`src/sv/sdsq_pkg.sv`:
```
// Package for the SPI-mode SD card sequencer: phase and resume codes, host
// commands, status and card kinds, frame constants. No dependencies.
package sdsq_pkg;

  localparam int unsigned BlockBytes = 512;

  typedef enum logic [4:0] {
    PH_IDLE, PH_DUMMY, PH_PRE_H, PH_PRE_L, PH_FRAME, PH_POLL, PH_R7, PH_OCR,
    PH_TOKEN, PH_DATA, PH_WHDR1, PH_WHDR2, PH_WBYTE, PH_FILL, PH_DRESP,
    PH_BUSY, PH_RELEASE
  } phase_e;

  typedef enum logic [2:0] {
    RS_CMD0, RS_CMD8, RS_PROBE, RS_IDLE, RS_CMD58, RS_CMD16, RS_CMD17, RS_CMD24
  } resume_e;

  typedef enum logic [2:0] {
    CMD_XFER_DONE = 3'd0, CMD_INIT = 3'd1, CMD_READ = 3'd2, CMD_WR_BEGIN = 3'd3,
    CMD_WR_BYTE = 3'd4, CMD_WR_END = 3'd5, CMD_RSVD6 = 3'd6, CMD_RSVD7 = 3'd7
  } command_e;

  localparam logic [1:0] StOk     = 2'd0;
  localparam logic [1:0] StErr    = 2'd1;
  localparam logic [1:0] StNoInit = 2'd2;

  localparam logic [2:0] KindNone     = 3'd0;
  localparam logic [2:0] KindMmc      = 3'd1;
  localparam logic [2:0] KindSdv1     = 3'd2;
  localparam logic [2:0] KindSdv2Byte = 3'd3;
  localparam logic [2:0] KindSdv2Blk  = 3'd4;

  localparam logic [7:0] OpGoIdle   = 8'h40;
  localparam logic [7:0] OpOpCond   = 8'h41;
  localparam logic [7:0] OpAppCond  = 8'hE9;
  localparam logic [7:0] OpIfCond   = 8'h48;
  localparam logic [7:0] OpBlockLen = 8'h50;
  localparam logic [7:0] OpReadOne  = 8'h51;
  localparam logic [7:0] OpWriteOne = 8'h58;
  localparam logic [7:0] OpAppPref  = 8'h77;
  localparam logic [7:0] OpReadOcr  = 8'h7A;

  localparam logic [1:0] CfgRespPoll  = 2'd0;
  localparam logic [1:0] CfgIdleRetry = 2'd1;
  localparam logic [1:0] CfgTokenPoll = 2'd2;
  localparam logic [1:0] CfgBusyPoll  = 2'd3;

  typedef struct packed {
    logic [7:0]  resp_poll;
    logic [15:0] idle_retry;
    logic [15:0] token_poll;
    logic [15:0] busy_poll;
  } cfg_t;

  typedef struct packed {
    logic [2:0]  command;
    logic [7:0]  rx_byte;
    logic [31:0] sector;
    logic [8:0]  offset;
    logic [9:0]  count;
    logic [7:0]  write_byte;
  } item_t;

  typedef struct packed {
    logic       tx_valid;
    logic [7:0] tx_byte;
    logic       select_card;
    logic       rd_valid;
    logic [7:0] rd_byte;
    logic       done_res;
    logic [1:0] status;
    logic [2:0] card_kind;
  } result_t;

  function automatic logic [47:0] make_frame(logic [7:0] op, logic [31:0] arg);
    logic [7:0] crc;
    crc = 8'h01;
    if (op == OpGoIdle) crc = 8'h95;
    if (op == OpIfCond) crc = 8'h87;
    return {op, arg, crc};
  endfunction

endpackage

```
`src/sv/sdsq_cfg_regs.sv`:
```
// Configuration registers for the SD card sequencer: poll and retry limits.
// Depends on sdsq_pkg.
module sdsq_cfg_regs import sdsq_pkg::*; (
  input  logic        clk_i,
  input  logic        rst_ni,
  input  logic        cfg_valid_i,
  input  logic [1:0]  cfg_index_i,
  input  logic [15:0] cfg_data_i,
  output logic        cfg_ready_o,
  output cfg_t        cfg_o
);

  cfg_t cfg_q;

  assign cfg_ready_o = 1'b1;
  assign cfg_o = cfg_q;

  always_ff @(posedge clk_i or negedge rst_ni) begin
    if (!rst_ni) begin
      cfg_q.resp_poll  <= 8'd10;
      cfg_q.idle_retry <= 16'd1000;
      cfg_q.token_poll <= 16'd1000;
      cfg_q.busy_poll  <= 16'd10000;
    end else if (cfg_valid_i) begin
      unique case (cfg_index_i)
        CfgRespPoll:  cfg_q.resp_poll  <= cfg_data_i[7:0];
        CfgIdleRetry: cfg_q.idle_retry <= cfg_data_i;
        CfgTokenPoll: cfg_q.token_poll <= cfg_data_i;
        CfgBusyPoll:  cfg_q.busy_poll  <= cfg_data_i;
        default: ;
      endcase
    end
  end

endmodule

```
`src/sv/sdsq_core.sv`:
```
// Sequencer core: the registered state and one-pass next-state logic for one
// exchange item. Depends on sdsq_pkg.
module sdsq_core import sdsq_pkg::*; (
  input  logic    clk_i,
  input  logic    rst_ni,
  input  logic    step_i,
  input  item_t   item_i,
  input  cfg_t    cfg_i,
  output result_t res_o
);

  phase_e      phase_q, phase_d;
  resume_e     resume_q, resume_d;
  logic [2:0]  card_type_q, card_type_d;
  logic [47:0] frame_q, frame_d;
  logic [6:0]  pend_cmd_q, pend_cmd_d;
  logic [31:0] pend_arg_q, pend_arg_d;
  logic [15:0] retry_q, retry_d;
  logic [9:0]  bcnt_q, bcnt_d;
  logic [31:0] resp_q, resp_d;
  logic [9:0]  wleft_q, wleft_d;
  logic [2:0]  kind_q, kind_d;
  logic [7:0]  idle_cmd_q, idle_cmd_d;
  logic        idle_arg_q, idle_arg_d;
  logic [8:0]  rfirst_q, rfirst_d;
  logic [9:0]  rend_q, rend_d;
  logic [1:0]  fstat_q, fstat_d;
  logic        cs_q, cs_d;

  logic [10:0] end_sum;
  logic [31:0] addr;
  logic [7:0]  rx;
  logic [31:0] resp_sh;

  assign rx = item_i.rx_byte;
  assign end_sum = {2'b0, item_i.offset} + {1'b0, item_i.count};
  assign addr = (card_type_q == KindSdv2Blk) ? item_i.sector : {item_i.sector[22:0], 9'd0};
  assign resp_sh = {resp_q[23:0], rx};

  always_comb begin
    logic [7:0] sc_op;
    logic [31:0] sc_arg;
    logic sc_go;
    logic [1:0] rel_st;
    logic rel_go;
    logic [2:0] ie_ty;
    logic ie_go;
    logic ia_go;
    logic ac_go;
    logic [7:0] ac_r;
    logic [15:0] ia_retry;
    sc_op = 8'd0; sc_arg = 32'd0; sc_go = 1'b0;
    rel_st = StOk; rel_go = 1'b0;
    ie_ty = KindNone; ie_go = 1'b0;
    ia_go = 1'b0; ac_go = 1'b0; ac_r = rx; ia_retry = retry_q;
    phase_d = phase_q; resume_d = resume_q; card_type_d = card_type_q;
    frame_d = frame_q; pend_cmd_d = pend_cmd_q; pend_arg_d = pend_arg_q;
    retry_d = retry_q; bcnt_d = bcnt_q; resp_d = resp_q; wleft_d = wleft_q;
    kind_d = kind_q; idle_cmd_d = idle_cmd_q; idle_arg_d = idle_arg_q;
    rfirst_d = rfirst_q; rend_d = rend_q; fstat_d = fstat_q; cs_d = cs_q;
    res_o = '0;

    unique case (command_e'(item_i.command))
      CMD_XFER_DONE: begin
        unique case (phase_q)
          PH_DUMMY: begin
            if (bcnt_q != 10'd0) begin
              bcnt_d = bcnt_q - 10'd1;
              res_o.tx_valid = 1'b1; res_o.tx_byte = 8'hFF; cs_d = 1'b0;
            end else begin
              sc_go = 1'b1; sc_op = OpGoIdle; sc_arg = '0; resume_d = RS_CMD0;
            end
          end
          PH_PRE_H: begin
            phase_d = PH_PRE_L;
            res_o.tx_valid = 1'b1; res_o.tx_byte = 8'hFF; cs_d = 1'b1;
          end
          PH_PRE_L, PH_FRAME: begin
            if (phase_q == PH_PRE_L || bcnt_q < 10'd6) begin
              phase_d = PH_FRAME;
              res_o.tx_valid = 1'b1; res_o.tx_byte = frame_q[47:40]; cs_d = 1'b1;
              frame_d = {frame_q[39:0], 8'd0};
              bcnt_d = (phase_q == PH_PRE_L) ? 10'd1 : bcnt_q + 10'd1;
            end else begin
              bcnt_d = (cfg_i.resp_poll != 8'd0) ? {2'b0, cfg_i.resp_poll} : 10'd256;
              phase_d = PH_POLL;
              res_o.tx_valid = 1'b1; res_o.tx_byte = 8'hFF; cs_d = 1'b1;
            end
          end
          PH_POLL: begin
            if (rx[7] && bcnt_q != 10'd1) begin
              bcnt_d = bcnt_q - 10'd1;
              res_o.tx_valid = 1'b1; res_o.tx_byte = 8'hFF; cs_d = 1'b1;
            end else begin
              if (rx[7]) bcnt_d = 10'd0;
              pend_cmd_d = 7'd0;
              if (pend_cmd_q != 7'd0 && rx <= 8'd1) begin
                frame_d = make_frame({1'b0, pend_cmd_q}, pend_arg_q);
                phase_d = PH_PRE_H;
                res_o.tx_valid = 1'b1; res_o.tx_byte = 8'hFF; cs_d = 1'b0;
              end else begin
                ac_go = 1'b1;
              end
            end
          end
          PH_R7, PH_OCR: begin
            resp_d = resp_sh;
            bcnt_d = bcnt_q + 10'd1;
            if (bcnt_q < 10'd3) begin
              res_o.tx_valid = 1'b1; res_o.tx_byte = 8'hFF; cs_d = 1'b1;
            end else if (phase_q == PH_OCR) begin
              ie_go = 1'b1; ie_ty = resp_sh[30] ? KindSdv2Blk : KindSdv2Byte;
            end else if (resp_sh[15:0] == 16'h01AA) begin
              kind_d = KindSdv2Byte; idle_cmd_d = OpAppCond; idle_arg_d = 1'b1;
              ia_retry = cfg_i.idle_retry; retry_d = cfg_i.idle_retry; ia_go = 1'b1;
            end else begin
              ie_go = 1'b1; ie_ty = KindNone;
            end
          end
          PH_TOKEN: begin
            if (rx == 8'hFF) begin
              retry_d = retry_q - 16'd1;
              if (retry_q != 16'd1) begin
                res_o.tx_valid = 1'b1; res_o.tx_byte = 8'hFF; cs_d = 1'b1;
              end else begin
                rel_go = 1'b1; rel_st = StErr;
              end
            end else if (rx == 8'hFE) begin
              bcnt_d = 10'd0; phase_d = PH_DATA;
              res_o.tx_valid = 1'b1; res_o.tx_byte = 8'hFF; cs_d = 1'b1;
            end else begin
              rel_go = 1'b1; rel_st = StErr;
            end
          end
          PH_DATA: begin
            if (bcnt_q >= {1'b0, rfirst_q} && bcnt_q < rend_q) begin
              res_o.rd_valid = 1'b1; res_o.rd_byte = rx;
            end
            bcnt_d = bcnt_q + 10'd1;
            if (bcnt_q < 10'(BlockBytes + 1)) begin
              res_o.tx_valid = 1'b1; res_o.tx_byte = 8'hFF; cs_d = 1'b1;
            end else begin
              rel_go = 1'b1; rel_st = StOk;
            end
          end
          PH_WHDR1: begin
            phase_d = PH_WHDR2;
            res_o.tx_valid = 1'b1; res_o.tx_byte = 8'hFE; cs_d = 1'b1;
          end
          PH_WHDR2: begin
            wleft_d = 10'(BlockBytes);
            phase_d = PH_IDLE; res_o.done_res = 1'b1; res_o.status = StOk;
          end
          PH_WBYTE: begin
            phase_d = PH_IDLE; res_o.done_res = 1'b1; res_o.status = StOk;
          end
          PH_FILL: begin
            res_o.tx_valid = 1'b1;
            if (bcnt_q != 10'd0) begin
              bcnt_d = bcnt_q - 10'd1; res_o.tx_byte = 8'h00;
            end else begin
              phase_d = PH_DRESP; res_o.tx_byte = 8'hFF;
            end
          end
          PH_DRESP: begin
            if (rx[4:0] == 5'h05) begin
              retry_d = cfg_i.busy_poll; phase_d = PH_BUSY;
              res_o.tx_valid = 1'b1; res_o.tx_byte = 8'hFF;
            end else begin
              rel_go = 1'b1; rel_st = StErr;
            end
          end
          PH_BUSY: begin
            if (rx == 8'hFF) begin
              rel_go = 1'b1; rel_st = (retry_q != 16'd0) ? StOk : StErr;
            end else if (retry_q == 16'd0) begin
              rel_go = 1'b1; rel_st = StErr;
            end else begin
              retry_d = retry_q - 16'd1;
              res_o.tx_valid = 1'b1; res_o.tx_byte = 8'hFF;
            end
          end
          PH_RELEASE: begin
            phase_d = PH_IDLE; res_o.done_res = 1'b1; res_o.status = fstat_q;
          end
          default: ;
        endcase
      end
      CMD_INIT: begin
        pend_cmd_d = 7'd0; bcnt_d = 10'd9; phase_d = PH_DUMMY;
        res_o.tx_valid = 1'b1; res_o.tx_byte = 8'hFF; cs_d = 1'b0;
      end
      CMD_READ: begin
        rfirst_d = item_i.offset;
        rend_d = (end_sum > 11'(BlockBytes)) ? 10'(BlockBytes) : end_sum[9:0];
        sc_go = 1'b1; sc_op = OpReadOne; sc_arg = addr; resume_d = RS_CMD17;
      end
      CMD_WR_BEGIN: begin
        sc_go = 1'b1; sc_op = OpWriteOne; sc_arg = addr; resume_d = RS_CMD24;
      end
      CMD_WR_BYTE: begin
        if (wleft_q != 10'd0) begin
          wleft_d = wleft_q - 10'd1; phase_d = PH_WBYTE;
          res_o.tx_valid = 1'b1; res_o.tx_byte = item_i.write_byte;
        end else begin
          phase_d = PH_IDLE; res_o.done_res = 1'b1; res_o.status = StOk;
        end
      end
      CMD_WR_END: begin
        bcnt_d = wleft_q + 10'd1; wleft_d = 10'd0; phase_d = PH_FILL;
        res_o.tx_valid = 1'b1; res_o.tx_byte = 8'h00;
      end
      default: ;
    endcase

    // Resume after a command response.
    if (ac_go) begin
      unique case (resume_q)
        RS_CMD0: begin
          if (ac_r == 8'd1) begin
            sc_go = 1'b1; sc_op = OpIfCond; sc_arg = 32'h1AA; resume_d = RS_CMD8;
          end else begin
            ie_go = 1'b1; ie_ty = KindNone;
          end
        end
        RS_CMD8: begin
          if (ac_r == 8'd1) begin
            bcnt_d = 10'd0; resp_d = 32'd0; phase_d = PH_R7;
            res_o.tx_valid = 1'b1; res_o.tx_byte = 8'hFF; cs_d = 1'b1;
          end else begin
            sc_go = 1'b1; sc_op = OpAppCond; sc_arg = 32'd0; resume_d = RS_PROBE;
          end
        end
        RS_PROBE: begin
          if (ac_r <= 8'd1) begin
            kind_d = KindSdv1; idle_cmd_d = OpAppCond;
          end else begin
            kind_d = KindMmc; idle_cmd_d = OpOpCond;
          end
          idle_arg_d = 1'b0;
          retry_d = cfg_i.idle_retry; ia_retry = cfg_i.idle_retry; ia_go = 1'b1;
        end
        RS_IDLE: begin
          if (ac_r == 8'd0) begin
            sc_go = 1'b1;
            if (kind_q == KindSdv2Byte) begin
              sc_op = OpReadOcr; sc_arg = 32'd0; resume_d = RS_CMD58;
            end else begin
              sc_op = OpBlockLen; sc_arg = 32'(BlockBytes); resume_d = RS_CMD16;
            end
          end else begin
            retry_d = retry_q - 16'd1; ia_retry = retry_q - 16'd1; ia_go = 1'b1;
          end
        end
        RS_CMD58: begin
          if (ac_r == 8'd0) begin
            bcnt_d = 10'd0; resp_d = 32'd0; phase_d = PH_OCR;
            res_o.tx_valid = 1'b1; res_o.tx_byte = 8'hFF; cs_d = 1'b1;
          end else begin
            ie_go = 1'b1; ie_ty = KindNone;
          end
        end
        RS_CMD16: begin
          ie_go = 1'b1; ie_ty = (ac_r == 8'd0) ? kind_q : KindNone;
        end
        RS_CMD17: begin
          if (ac_r == 8'd0) begin
            retry_d = cfg_i.token_poll; phase_d = PH_TOKEN;
            res_o.tx_valid = 1'b1; res_o.tx_byte = 8'hFF; cs_d = 1'b1;
          end else begin
            rel_go = 1'b1; rel_st = StErr;
          end
        end
        RS_CMD24: begin
          if (ac_r == 8'd0) begin
            phase_d = PH_WHDR1;
            res_o.tx_valid = 1'b1; res_o.tx_byte = 8'hFF; cs_d = 1'b1;
          end else begin
            wleft_d = 10'd0; phase_d = PH_IDLE;
            res_o.done_res = 1'b1; res_o.status = StErr;
          end
        end
        default: ;
      endcase
    end

    // Next idle-exit attempt, or give up.
    if (ia_go) begin
      if (ia_retry == 16'd0) begin
        ie_go = 1'b1; ie_ty = KindNone;
      end else begin
        sc_go = 1'b1; sc_op = idle_cmd_d; resume_d = RS_IDLE;
        sc_arg = {1'b0, idle_arg_d, 30'd0};
      end
    end

    if (ie_go) begin
      card_type_d = ie_ty;
      rel_go = 1'b1; rel_st = (ie_ty != KindNone) ? StOk : StNoInit;
    end

    if (rel_go) begin
      fstat_d = rel_st; phase_d = PH_RELEASE;
      res_o.tx_valid = 1'b1; res_o.tx_byte = 8'hFF; cs_d = 1'b0;
    end

    if (sc_go) begin
      if (sc_op[7]) begin
        pend_cmd_d = sc_op[6:0]; pend_arg_d = sc_arg;
        frame_d = make_frame(OpAppPref, 32'd0);
      end else begin
        pend_cmd_d = 7'd0;
        frame_d = make_frame(sc_op, sc_arg);
      end
      phase_d = PH_PRE_H;
      res_o.tx_valid = 1'b1; res_o.tx_byte = 8'hFF; cs_d = 1'b0;
    end

    res_o.select_card = cs_d;
    res_o.card_kind = card_type_d;
  end

  always_ff @(posedge clk_i or negedge rst_ni) begin
    if (!rst_ni) begin
      phase_q <= PH_IDLE; resume_q <= RS_CMD0; card_type_q <= KindNone;
      frame_q <= '0; pend_cmd_q <= '0; pend_arg_q <= '0; retry_q <= '0;
      bcnt_q <= '0; resp_q <= '0; wleft_q <= '0; kind_q <= KindNone;
      idle_cmd_q <= '0; idle_arg_q <= 1'b0; rfirst_q <= '0; rend_q <= '0;
      fstat_q <= StOk; cs_q <= 1'b0;
    end else if (step_i) begin
      phase_q <= phase_d; resume_q <= resume_d; card_type_q <= card_type_d;
      frame_q <= frame_d; pend_cmd_q <= pend_cmd_d; pend_arg_q <= pend_arg_d;
      retry_q <= retry_d; bcnt_q <= bcnt_d; resp_q <= resp_d; wleft_q <= wleft_d;
      kind_q <= kind_d; idle_cmd_q <= idle_cmd_d; idle_arg_q <= idle_arg_d;
      rfirst_q <= rfirst_d; rend_q <= rend_d; fstat_q <= fstat_d; cs_q <= cs_d;
    end
  end

  assert property (@(posedge clk_i) disable iff (!rst_ni)
    step_i && res_o.done_res |-> !res_o.tx_valid)
    else $error("done and exchange in one item");
  assert property (@(posedge clk_i) disable iff (!rst_ni)
    step_i && res_o.done_res |=> phase_q == PH_IDLE)
    else $error("phase not idle after done");
  assert property (@(posedge clk_i) disable iff (!rst_ni)
    step_i && res_o.rd_valid |-> phase_q == PH_DATA)
    else $error("read byte outside data phase");

endmodule

```
`src/sv/sd_spi_card_sequencer_unit.sv`:
```
// Top level of the SPI-mode SD card sequencer: input register, core and
// result register. Depends on sdsq_pkg, sdsq_cfg_regs and sdsq_core.
//
//  channel | handshake                 | payload
//  in      | in_valid_i / in_stall_o   | command, rx_byte, sector, offset, count, write_byte
//  out     | out_valid_o / out_stall_i | tx_valid .. card_kind
//  cfg     | cfg_valid_i / cfg_ready_o | cfg_index_i, cfg_data_i
//
// Each item is one SPI byte exchange, so the host sets the pace; an item can be
// taken every cycle while the result is not stalled. An accepted item passes
// through the input register and the core into the result register, where it
// waits while out_stall_i is high. Reset restores the default limits and an
// idle, deselected sequencer. A stalled result holds the input register, and
// the input stalls only while both registers are full and the result is stalled.
module sd_spi_card_sequencer_unit import sdsq_pkg::*; (
  input  logic        clk_i,
  input  logic        rst_ni,
  input  logic        in_valid_i,
  output logic        in_stall_o,
  input  logic [2:0]  command_i,
  input  logic [7:0]  rx_byte_i,
  input  logic [31:0] sector_i,
  input  logic [8:0]  offset_i,
  input  logic [9:0]  count_i,
  input  logic [7:0]  write_byte_i,
  output logic        out_valid_o,
  input  logic        out_stall_i,
  output logic        tx_valid_o,
  output logic [7:0]  tx_byte_o,
  output logic        select_card_o,
  output logic        rd_valid_o,
  output logic [7:0]  rd_byte_o,
  output logic        done_res_o,
  output logic [1:0]  status_o,
  output logic [2:0]  card_kind_o,
  input  logic        cfg_valid_i,
  output logic        cfg_ready_o,
  input  logic [1:0]  cfg_index_i,
  input  logic [15:0] cfg_data_i
);

  cfg_t    cfg;
  item_t   item_q;
  logic    in_vld_q, out_vld_q, step;
  result_t res, res_q;

  sdsq_cfg_regs u_cfg (
    .clk_i, .rst_ni, .cfg_valid_i, .cfg_index_i, .cfg_data_i,
    .cfg_ready_o, .cfg_o(cfg)
  );

  assign step = in_vld_q && (!out_vld_q || !out_stall_i);
  assign in_stall_o = in_vld_q && !step;

  sdsq_core u_core (
    .clk_i, .rst_ni, .step_i(step), .item_i(item_q), .cfg_i(cfg), .res_o(res)
  );

  always_ff @(posedge clk_i or negedge rst_ni) begin
    if (!rst_ni) begin
      in_vld_q  <= 1'b0;
      out_vld_q <= 1'b0;
    end else begin
      if (!in_stall_o) in_vld_q <= in_valid_i;
      if (step) out_vld_q <= 1'b1;
      else if (!out_stall_i) out_vld_q <= 1'b0;
    end
  end

  always_ff @(posedge clk_i) begin
    if (in_valid_i && !in_stall_o) begin
      item_q <= '{command: command_i, rx_byte: rx_byte_i, sector: sector_i,
                  offset: offset_i, count: count_i, write_byte: write_byte_i};
    end
    if (step) res_q <= res;
  end

  assign out_valid_o   = out_vld_q;
  assign tx_valid_o    = res_q.tx_valid;
  assign tx_byte_o     = res_q.tx_byte;
  assign select_card_o = res_q.select_card;
  assign rd_valid_o    = res_q.rd_valid;
  assign rd_byte_o     = res_q.rd_byte;
  assign done_res_o    = res_q.done_res;
  assign status_o      = res_q.status;
  assign card_kind_o   = res_q.card_kind;

endmodule
```
`config.mk`:
```
export PLATFORM = sky130hd
export DESIGN_NAME = sd_spi_card_sequencer_unit
export DESIGN_NICKNAME = d
export VERILOG_FILES = /design/src/sv/sdsq_pkg.sv /design/src/sv/sdsq_cfg_regs.sv /design/src/sv/sdsq_core.sv /design/src/sv/sd_spi_card_sequencer_unit.sv
export SDC_FILE = /design/constraint.sdc
export NUM_CORES = 1
export LEC_CHECK = 0
export ABC_AREA = 1
export BUFFER_PORTS_ARGS = -buffer_cell sky130_fd_sc_hd__buf_2
export CAP_MARGIN = 30
export CORE_MARGIN = 2
export CORE_UTILIZATION = 51
export DETAILED_ROUTE_END_ITERATION = 7
export PLACE_DENSITY = 0.67
export SLEW_MARGIN = 20
export SYNTH_ARGS = -nofsm -noshare
export SYNTH_HDL_FRONTEND = slang
export SYNTH_SLANG_ARGS = --single-unit
```
`constraint.sdc`:
```
create_clock -name clk_i -period 4.2 [get_ports clk_i]
set_clock_uncertainty 0.1 [all_clocks]
set_input_delay 0.63 -clock clk_i [delete_from_list [all_inputs] [get_ports clk_i]]
set_output_delay 0.63 -clock clk_i [all_outputs]
set_load 0.005 [all_outputs]
```
* Yosys cells after proc, flatten, opt, wreduce, memory -nomap -nowiden
Cells that the tools add are included.
** Storage, ports and cells
- Output and inout port bits :: 28
- Memory bits (read-only) :: 0
- Memories kept :: 0
- Register bits after elaboration :: 353
- Bits in writable memories :: 0
- Latch bits :: 0
** Operators by class
- Shift operators :: 0
- Reductions and logical operators :: 48
- Magnitude comparators :: 7
- Bitwise operators :: 0
- Eq/ne operators :: 50
- Add/subtract/negate cells :: 6
- Mux-type cells :: 252
- Multiply operators :: 0
- Divide/modulo/power cells :: 0
** Operators with widths (number)
- $mux 32 :: 13
- $mux 16 :: 15
- $mux 48 :: 5
- $mux 10 :: 17
- $mux 8 :: 21
- $mux 9 :: 17
- $pmux 9 s11 :: 1
- $pmux 32 s3 :: 1
- $pmux 48 s2 :: 1
- $mux 3 :: 31
- $mux 1 :: 70
- $pmux 16 s4 :: 1
- $pmux 32 s2 :: 1
- $mux 5 :: 12
- $pmux 10 s3 :: 2
- $pmux 10 s5 :: 1
- $pmux 16 s3 :: 1
- $pmux 8 s3 :: 2
- $mux 47 :: 1
- $eq 5x4->1 const B :: 8
- $pmux 5 s4 :: 2
- $pmux 5 s8 :: 1
- $pmux 9 s4 :: 1
- $mux 7 :: 5
- other kinds (65) :: 133

* Longest topological paths before layout
Gate-level depths: netlist (run 1).
- Depth in word-level cells :: 17
- Depth in mapped cells :: 27

* Modules after synthesis
A second synthesis (run 1) with hierarchy kept.
** Unflattened totals
- Cells, all modules :: 2532
- Area total of the unflattened synthesis :: 19576.3 µm²
** Modules (own cells, without submodules)
- sdsq_core :: times used 1, area each 14163.6 µm², seq. area each 4354.2 µm², cells each 2172
- sd_spi_card_sequencer_unit :: times used 1, area each 2947.8 µm², seq. area each 2902.8 µm², cells each 107
- sdsq_cfg_regs :: times used 1, area each 2464.9 µm², seq. area each 1425.1 µm², cells each 253

* Worst setup path after synthesis (run 1)
OpenSTA, ideal clock, no wires.
- Kind :: register to register
- Start point :: register u_core.bcnt_q[1]
- End point :: register res_q, in the netlist tx_valid_o (data pin)
- Required time :: 3.830 ns
- Buffers on the path :: 1
- Setup slack :: 1.215 ns
- Cell stages (with the launch flop) :: 22
- Arrival :: 2.615 ns
- Period minus slack after synthesis :: 2.985 ns
- Cell sequence :: dfrtp_1 ha_1 or2_1 nor2_1 nand2_1 buf_2 nand4_1 nand3_1 o21bai_1 nand2_1 nand3_1 nor2_1 nor2_1 nor2_2 nand2_4 nor2_1 nor2_2 nand2_1 nor2_1 inv_2 nor2_4 nand4_1
** On the way
- Word-level cells in the longest chain between the ends :: 12
** RTL lines
- from (decl) :: RTL line sdsq_core.sv:19 : logic [9:0] bcnt_q, bcnt_d;
- from (signal assigned) :: RTL line sdsq_core.sv:333 : retry_q <= retry_d; bcnt_q <= bcnt_d; resp_q <= resp_d; wleft_q <= wleft_d;
- $lt 10x2->1 :: RTL line sdsq_core.sv:109 : if (bcnt_q < 10'd3) begin
- $mux 16 :: RTL line sdsq_core.sv:109
- $mux 16 :: RTL line sdsq_core.sv:65 : unique case (phase_q)
- $mux 16 :: RTL line sdsq_core.sv:63 : unique case (command_e'(item_i.command))
- $mux 16 :: RTL line sdsq_core.sv:244 : if (ac_r == 8'd0) begin
- $pmux 16 s2 :: RTL line sdsq_core.sv:218 : unique case (resume_q)
- $mux 16 :: RTL line sdsq_core.sv:217 : if (ac_go) begin
- $logic_not 16->1 :: RTL line sdsq_core.sv:289 : if (ia_retry == 16'd0) begin
- $mux 1 :: RTL line sdsq_core.sv:289
- $mux 1 :: RTL line sdsq_core.sv:288 : if (ia_go) begin
- $mux 1 :: RTL line sdsq_core.sv:297 : if (ie_go) begin
- $reduce_or 2->1 (no source line)
- to (signal assigned) :: RTL line sd_spi_card_sequencer_unit.sv:75 : if (step) res_q <= res;
- to (decl) :: RTL line sd_spi_card_sequencer_unit.sv:45 : result_t res, res_q;
Parallel ways exist; a longest one is shown, timed or not.
A chain may end at the register's enable or synchronous reset.

* Worst setup path in the final report (run 1)
Same ends and word-level chain as after synthesis.

==> results of run 1 <==
==> layout make-up <==
| cell class | count | area share (%) |
|---|---|---|
| multi-input cells | 1637 | 39.9 |
| inverters | 306 | 5.40 |
| repair buffers | 187 | 5.66 |
| clock buffers | 52 | 4.79 |
| flip-flops and latches | 327 | 40.6 |
| well taps | 468 | 2.74 |
| clock inverters | 16 | 0.931 |
==> power by group through the flow <==
stage / combinational [µW] / sequential [µW] / clock (µW)
2_1_floorplan: 2580 / 4280 / 0
5_1_grt: 4280 / 4470 / 3480
4_1_cts: 3760 / 4400 / 3360
6_report: 3820 / 4410 / 3310
3_3_place_gp: 3700 / 4430 / 0
3_5_place_dp: 3730 / 4450 / 0
==> layer usage <==
| layer | wire length (µm) | up-vias |
|---|---|---|
| met5 | 0 | - |
| met4 | 2220 | 0 |
| met2 | 27300 | 772 |
| met1 | 27000 | 8451 |
| li1 | - | 8313 |
| met3 | 4280 | 154 |
==> cell usage in the layout, fill, tap and decap left out, drive strengths merged, types with 9 or more instances in the layout <==
cell type    n
nor3        34
a31oi       41
a211oi      10
o31ai       13
o21ai      228
nand2      539
o211ai      58
o221ai       9
a221oi       9
ha          35
a21oi      108
o2111ai     16
o22ai       21
nor4         9
or2          9
nand3      106
nor2       258
dfstp       19
buf        185
clkbuf      53
nand4       58
dfrtp      213
inv        305
a22oi       16
clkinv      11
edfxtp      95
xor2        16
==> worst max path at each step <==
stage	start	endpoint	slack (ns)	cells after the start
after floorplan	u_core.bcnt_q[1]$_DFFE_PN0P_	tx_valid_o$_SDFFCE_PP1P_	1.22	21
after global placement	u_core.bcnt_q[1]$_DFFE_PN0P_	tx_valid_o$_SDFFCE_PP1P_	0.47	21
after detailed placement	u_core.bcnt_q[1]$_DFFE_PN0P_	tx_valid_o$_SDFFCE_PP1P_	0.38	21
after CTS	u_core.bcnt_q[1]$_DFFE_PN0P_	tx_valid_o$_SDFFCE_PP1P_	0.37	21
after global routing	u_core.bcnt_q[1]$_DFFE_PN0P_	tx_valid_o$_SDFFCE_PP1P_	0.04	21
final	u_core.bcnt_q[1]$_DFFE_PN0P_	tx_valid_o$_SDFFCE_PP1P_	0.32	21
==> cell families after synthesis <==
family	count (synthesis)	share of synthesized area, %
flip-flops	327	46.2
other	1	0.0200
buffers and inverters	397	8.57
AND/OR/NAND/NOR	1018	23.8
AO/OA/AOI/OAI	558	17.8
adder cells (fa/ha/maj)	36	2.44
XOR/XNOR	21	0.979
multiplexers	3	0.166
==> repair_timing <==
| item | 4_1_cts | 5_1_grt |
|---|---|---|
| endpoints found under the hold margin | 0 | 27 |
| hold buffers | 0 | 1 |
| buffers inserted | 0 | 0 |
| endpoints found under the setup margin | 0 | 0 |
==> per-stage QoR <==
step / instance area [µm²] / utilization, % / hold slack (ns)
3_5_place_dp: 20100 / 55.1 / 0.353
2_1_floorplan: 18800 / - / 0.234
4_1_cts: 21300 / 58.5 / 0.0984
3_3_place_gp: 20100 / 55.1 / 0.341
6_report: 21400 / 58.7 / 0.117
5_1_grt: 21400 / 58.7 / 0.110
==> registers in the layout, indices dropped and copies added (netlist names), 5 cells and up <==
register,count
item_q,70
rd_byte_o,8
tx_byte_o,8
u_cfg.cfg_o,56
u_core.bcnt_q,10
u_core.frame_q,44
u_core.idle_cmd_q,8
u_core.pend_arg_q,32
u_core.pend_cmd_q,7
u_core.phase_q,5
u_core.rend_q,10
u_core.resp_q,10
u_core.retry_q,16
u_core.rfirst_q,9
u_core.wleft_q,10
==> worst max-delay path, cell delays in order (launching register included) <==
cell and delay [ns]:
dfrtp_1 0.48, ha_1 0.24, or2_1 0.25, nor2_1 0.10
nand2_1 0.18, buf_4 0.30, nand4_1 0.12, nand3_1 0.10
o21bai_1 0.20, nand2_1 0.07, nand3_1 0.07, nor2_1 0.04
nor2_1 0.17, nor2_2 0.08, nand2_4 0.11, nor2_1 0.06
nor2_2 0.14, nand2_1 0.14, nor2_1 0.14, inv_2 0.07
nor2_4 0.32, nand4_1 0.13
==> impl_metrics.tcl, run 1 <==
set metrics [dict create \
    status "complete, no violations" \
    synth_cell_type_count 69 \
    final-seq-area_um2 8680 \
    yosysWarnings 0 \
    end_kind "flop" \
    leakagePower_uw 0.00996 \
    firstDrtPassIters 6 \
    combinationalPowerShare_pct 33.1 \
    grtUsageMet2_pct 49.8 \
    power_uw 11500 \
    syn_nets 2490 \
    setup-tns-final_ns 0 \
    dpl_worst_slack_ns 0.385 \
    h-tree-depth 2 \
    min-delay-start "rx_byte_i[0]" \
    cts.path.max_buffers 3 \
    synth_area_leader_cell "dfrtp_1" \
    diodes 0 \
    clkSinkCount 327 \
    num_io_pins 121 \
    sw_frac_of_total_pct 38.6 \
    nets 2625 \
    p_seq_share_pct 38.2 \
    reg2reg_slack_ns 0.32 \
    grt_use_met3_pct 4.69 \
    internal_power_uw 7090 \
    grt_pass1_wl_um 95900 \
    synth_edf_count 95 \
    whs_path_depth 1 \
    synth.area.top_cells "dfrtp_1 28%, edfxtp_1 15%, nand2_1 10%" \
    row_count 70 \
    wl_per_cell_um 20.3 \
    worst_slack_ns 0.318 \
    dieArea_um2 38400 \
    synthTopCellsByCount "519 x nand2_1, 285 x inv_1, 240 x nor2_1" \
    place_inst 2921 \
    grtUsageMet1_pct 45.7 \
    drtIter0Drc 1695 \
    vdd_ir_drop_max_v 0.000372 \
    netlist_area_um2 18800 \
    ys_seq_area_share_pct 46.2 \
    start_kind "flop" \
    avgViaCountPerCell 5.91 \
    finalCriticalPeriod_ns 3.88 \
    hpwl_um 43900 \
    min_to "item_q[59]$_DFFE_PP_" \
    hold_viol 0 \
    antenna_found_initial 0 \
    fmax_mhz 258 \
    p_clk_share_pct 28.7 \
    core_um2 36400 \
    synth_top_area_share_pct 28.4 \
    io_buffers 119 \
    grtUsageTotal_pct 32.1 \
    fin_crit_sh_pct 92.4 \
    start_util_pct 51.6 \
    regToRegEndpoint "tx_valid_o$_SDFFCE_PP1P_" \
    ys.flop_type "dfrtp_1" \
    relSlewSlack_pct 34.8 \
    busiest_layer "met2" \
    final_cells 2993 \
    rr_startpoint "u_core.bcnt_q[1]$_DFFE_PN0P_" \
    grt_overflow 0 \
    p_per_area_nw_per_um2 540 \
    timing_worst_setup_path_type "flop to flop" \
    drc 0 \
    critPathMaxFanout 19 \
    drive_gt1_share_pct 13.3 \
    multi_input_area_um2 8520 \
    area_growth_pct 13.7 \
    gp_congestion 0.993 \
    synth.most_common_cell "nand2_1" \
    syn_inst 2361 \
    die_width_um 196 \
    worstRegToRegCells 21 \
    cts_resized 0 \
    ys_ff_latch 327 \
    slew_violations 0 \
    antenna_left 0 \
    tightest_slew_ns 0.975 \
    finalWirelength_um 60800 \
    cts-root-buf "clkbuf_16" \
    worstSkewPairLatency_ns 0.58 \
    synthArstFlopShare_pct 70.9 \
    cts_inserted_buffers 37 \
    grt_max_degree 121 \
    power.switching_uw 4460 \
    syn_avg_cell_area_um2 7.96 \
    min-delay-path-class "input port to flop" \
    rsz0062_at_grt "false" \
    arrival_ns 4.08 \
    setup_viol 0 \
    n_fill_cell 3340 \
    crit_required_ns 4.40 \
    cts_tree "yes" \
    max-cap-violations 0 \
    vias 17700 \
    dieHeight_um 196 \
    clkTransAtPathRegs_ns 0.07 \
    grt_pass1_vias 16900 \
]
(Power assumes the default switching activity.)
==> run 2: changes to the inputs <==
- RECOVER_POWER: unset -> 50
==> impl_metrics.tcl, run 2 (same netlist as run 1, synthesis figures left out) <==
set metrics [dict create \
    gp_congestion 0.993 \
    reg2reg_slack_ns 0.33 \
    end_kind "flop" \
    startpoint "u_core.bcnt_q[1]$_DFFE_PN0P_" \
    largest_reg_flops 70 \
    worst_slack_ns 0.328 \
    cts.path.max_buffers 3 \
    final_common_cell "nand2_1" \
    io_buffers 119 \
    cts_setup_buffers 0 \
    drtIter0Drc 1641 \
    hold_viol 0 \
    diodes 0 \
    regToRegEndpoint "tx_valid_o$_SDFFCE_PP1P_" \
    final_cell_mix "519 x nand2_1, 284 x inv_1, 238 x nor2_1" \
    whs_path_depth 1 \
    min_to "item_q[59]$_DFFE_PP_" \
    worstSkewPairLatency_ns 0.58 \
    min-delay-start "rx_byte_i[0]" \
    finalWirelength_um 60900 \
    grt_overflow 0 \
    rsz0062_at_grt "false" \
    firstDrtPassIters 8 \
    arrival_ns 4.07 \
    final_cells 2993 \
    clkTransAtPathRegs_ns 0.07 \
    grtUsageTotal_pct 32.1 \
    violations "max-capacitance violations, max-slew violations" \
    crit_top_cell "nor2_1" \
    vdd_ir_drop_max_v 0.000372 \
    dieHeight_um 196 \
    cp_slowest_stage_delay_ns 0.49 \
    cts_tree "yes" \
    drive_gt1_share_pct 12.6 \
    fmax_mhz 258 \
    h-tree-depth 2 \
    dpl_worst_slack_ns 0.385 \
    avgViaCountPerCell 5.91 \
    die_width_um 196 \
    worstRegToRegCells 21 \
    nets 2625 \
    drc 0 \
    antenna_left 0 \
    setup-tns-final_ns 0 \
    leakagePower_uw 0.00989 \
    finalCriticalPeriod_ns 3.87 \
    start_util_pct 51.6 \
    place_inst 2921 \
    hpwl_um 43900 \
    status "complete, but fails checks" \
    slew_violations 29 \
    timing_worst_setup_path_type "flop to flop" \
    cts-root-buf "clkbuf_16" \
    num_io_pins 121 \
    rr_startpoint "u_core.bcnt_q[1]$_DFFE_PN0P_" \
    critPathMaxFanout 19 \
    tightest_slew_ns 2.12 \
    p_per_area_nw_per_um2 542 \
    crit_slowest_cell "dfrtp_1" \
    post-route-cell-area_um2 21300 \
    start_kind "flop" \
    cts_inserted_buffers 37 \
    max-cap-violations 1 \
    antenna_found_initial 0 \
    grt_pass1_wl_um 95900 \
    dpl-instance-area_um2 20100 \
    crit_chain "ha_1 -> or2_1 -> nor2_1 -> nand2_1 -> buf_4 -> nand4_1 -> nand3_1 -> o21bai_1 -> nand2_1 -> nand3_1 -> nor2_1 -> nor2_1 -> nor2_2 -> nand2_4 -> nor2_1 -> nor2_2 -> nand2_1 -> nor2_1 -> inv_2 -> nor2_4 -> nand4_1" \
    cts_resized 0 \
    min-delay-path-class "input port to flop" \
    crit_required_ns 4.40 \
    vias 17700 \
    dieArea_um2 38400 \
    fin_crit_sh_pct 92.2 \
    grt_max_degree 121 \
    wl_per_cell_um 20.4 \
    hold_buffers 0 \
    top_register "item_q" \
    grt_pass1_vias 16900 \
    core_um2 36400 \
    clkSinkCount 327 \
    area_growth_pct 13.3 \
    relSlewSlack_pct -41.6 \
    power_uw 11500 \
    setup_viol 0 \
    row_count 70 \
]
## run 2: cell types whose count changed in the layout (fill, tap and decap cells not counted), sizes merged
cell    before  now
buf        185  165
clkbuf      53   73
## run 2: area by class of cell
class | count | area, µm²
fill | 3360 | 15100
multi-input combinational | 1637 | 8520
tap | 468 | 586
sequential | 327 | 8680
clock buffer | 52 | 1020
timing repair buffer | 187 | 1130
clock inverter | 16 | 199
inverter | 306 | 1150
## run 2: how the worst max path moves through the flow
stage	to	slack, ns	cells past startpoint
global route	tx_valid_o$_SDFFCE_PP1P_	0.04	21
global placement	tx_valid_o$_SDFFCE_PP1P_	0.47	21
detailed placement	tx_valid_o$_SDFFCE_PP1P_	0.38	21
finish	tx_valid_o$_SDFFCE_PP1P_	0.33	21
floorplan	tx_valid_o$_SDFFCE_PP1P_	1.22	21
CTS	tx_valid_o$_SDFFCE_PP1P_	0.37	21
## run 2: stage by stage
step	utilization, %	hold WS (ns)
6_report	58.4	0.121
5_1_grt	58.4	0.110
4_1_cts	58.5	0.0984
3_5_place_dp	55.1	0.353
3_3_place_gp	55.1	0.341
2_1_floorplan	-	0.234
## run 2: layer usage
layer / track usage [%] / vias to the layer above / wire length [µm]
met5: 0 / - / 0
met4: 12.4 / 0 / 2140
met3: 4.69 / 139 / 4520
met2: 49.8 / 797 / 27400
met1: 45.7 / 8456 / 26800
li1: - / 8308 / -
## run 2: worst max-delay path: cells and delay by family, from the launching register on
| family | cells | cell delay, ns |
|---|---|---|
| buffers and inverters | 2 | 0.37 |
| adders and majority gates | 1 | 0.25 |
| DFF | 1 | 0.49 |
| AOI/OAI and AO/OA | 1 | 0.19 |
| and+or+nand+nor | 17 | 2.19 |
## run 2: power by group
group	internal, µW	leakage [µW]	switching (µW)	total, µW
clock	1910	0.000580	1400	3310
sequential	3930	0.00380	487	4420
combinational	1240	0.00550	2570	3810
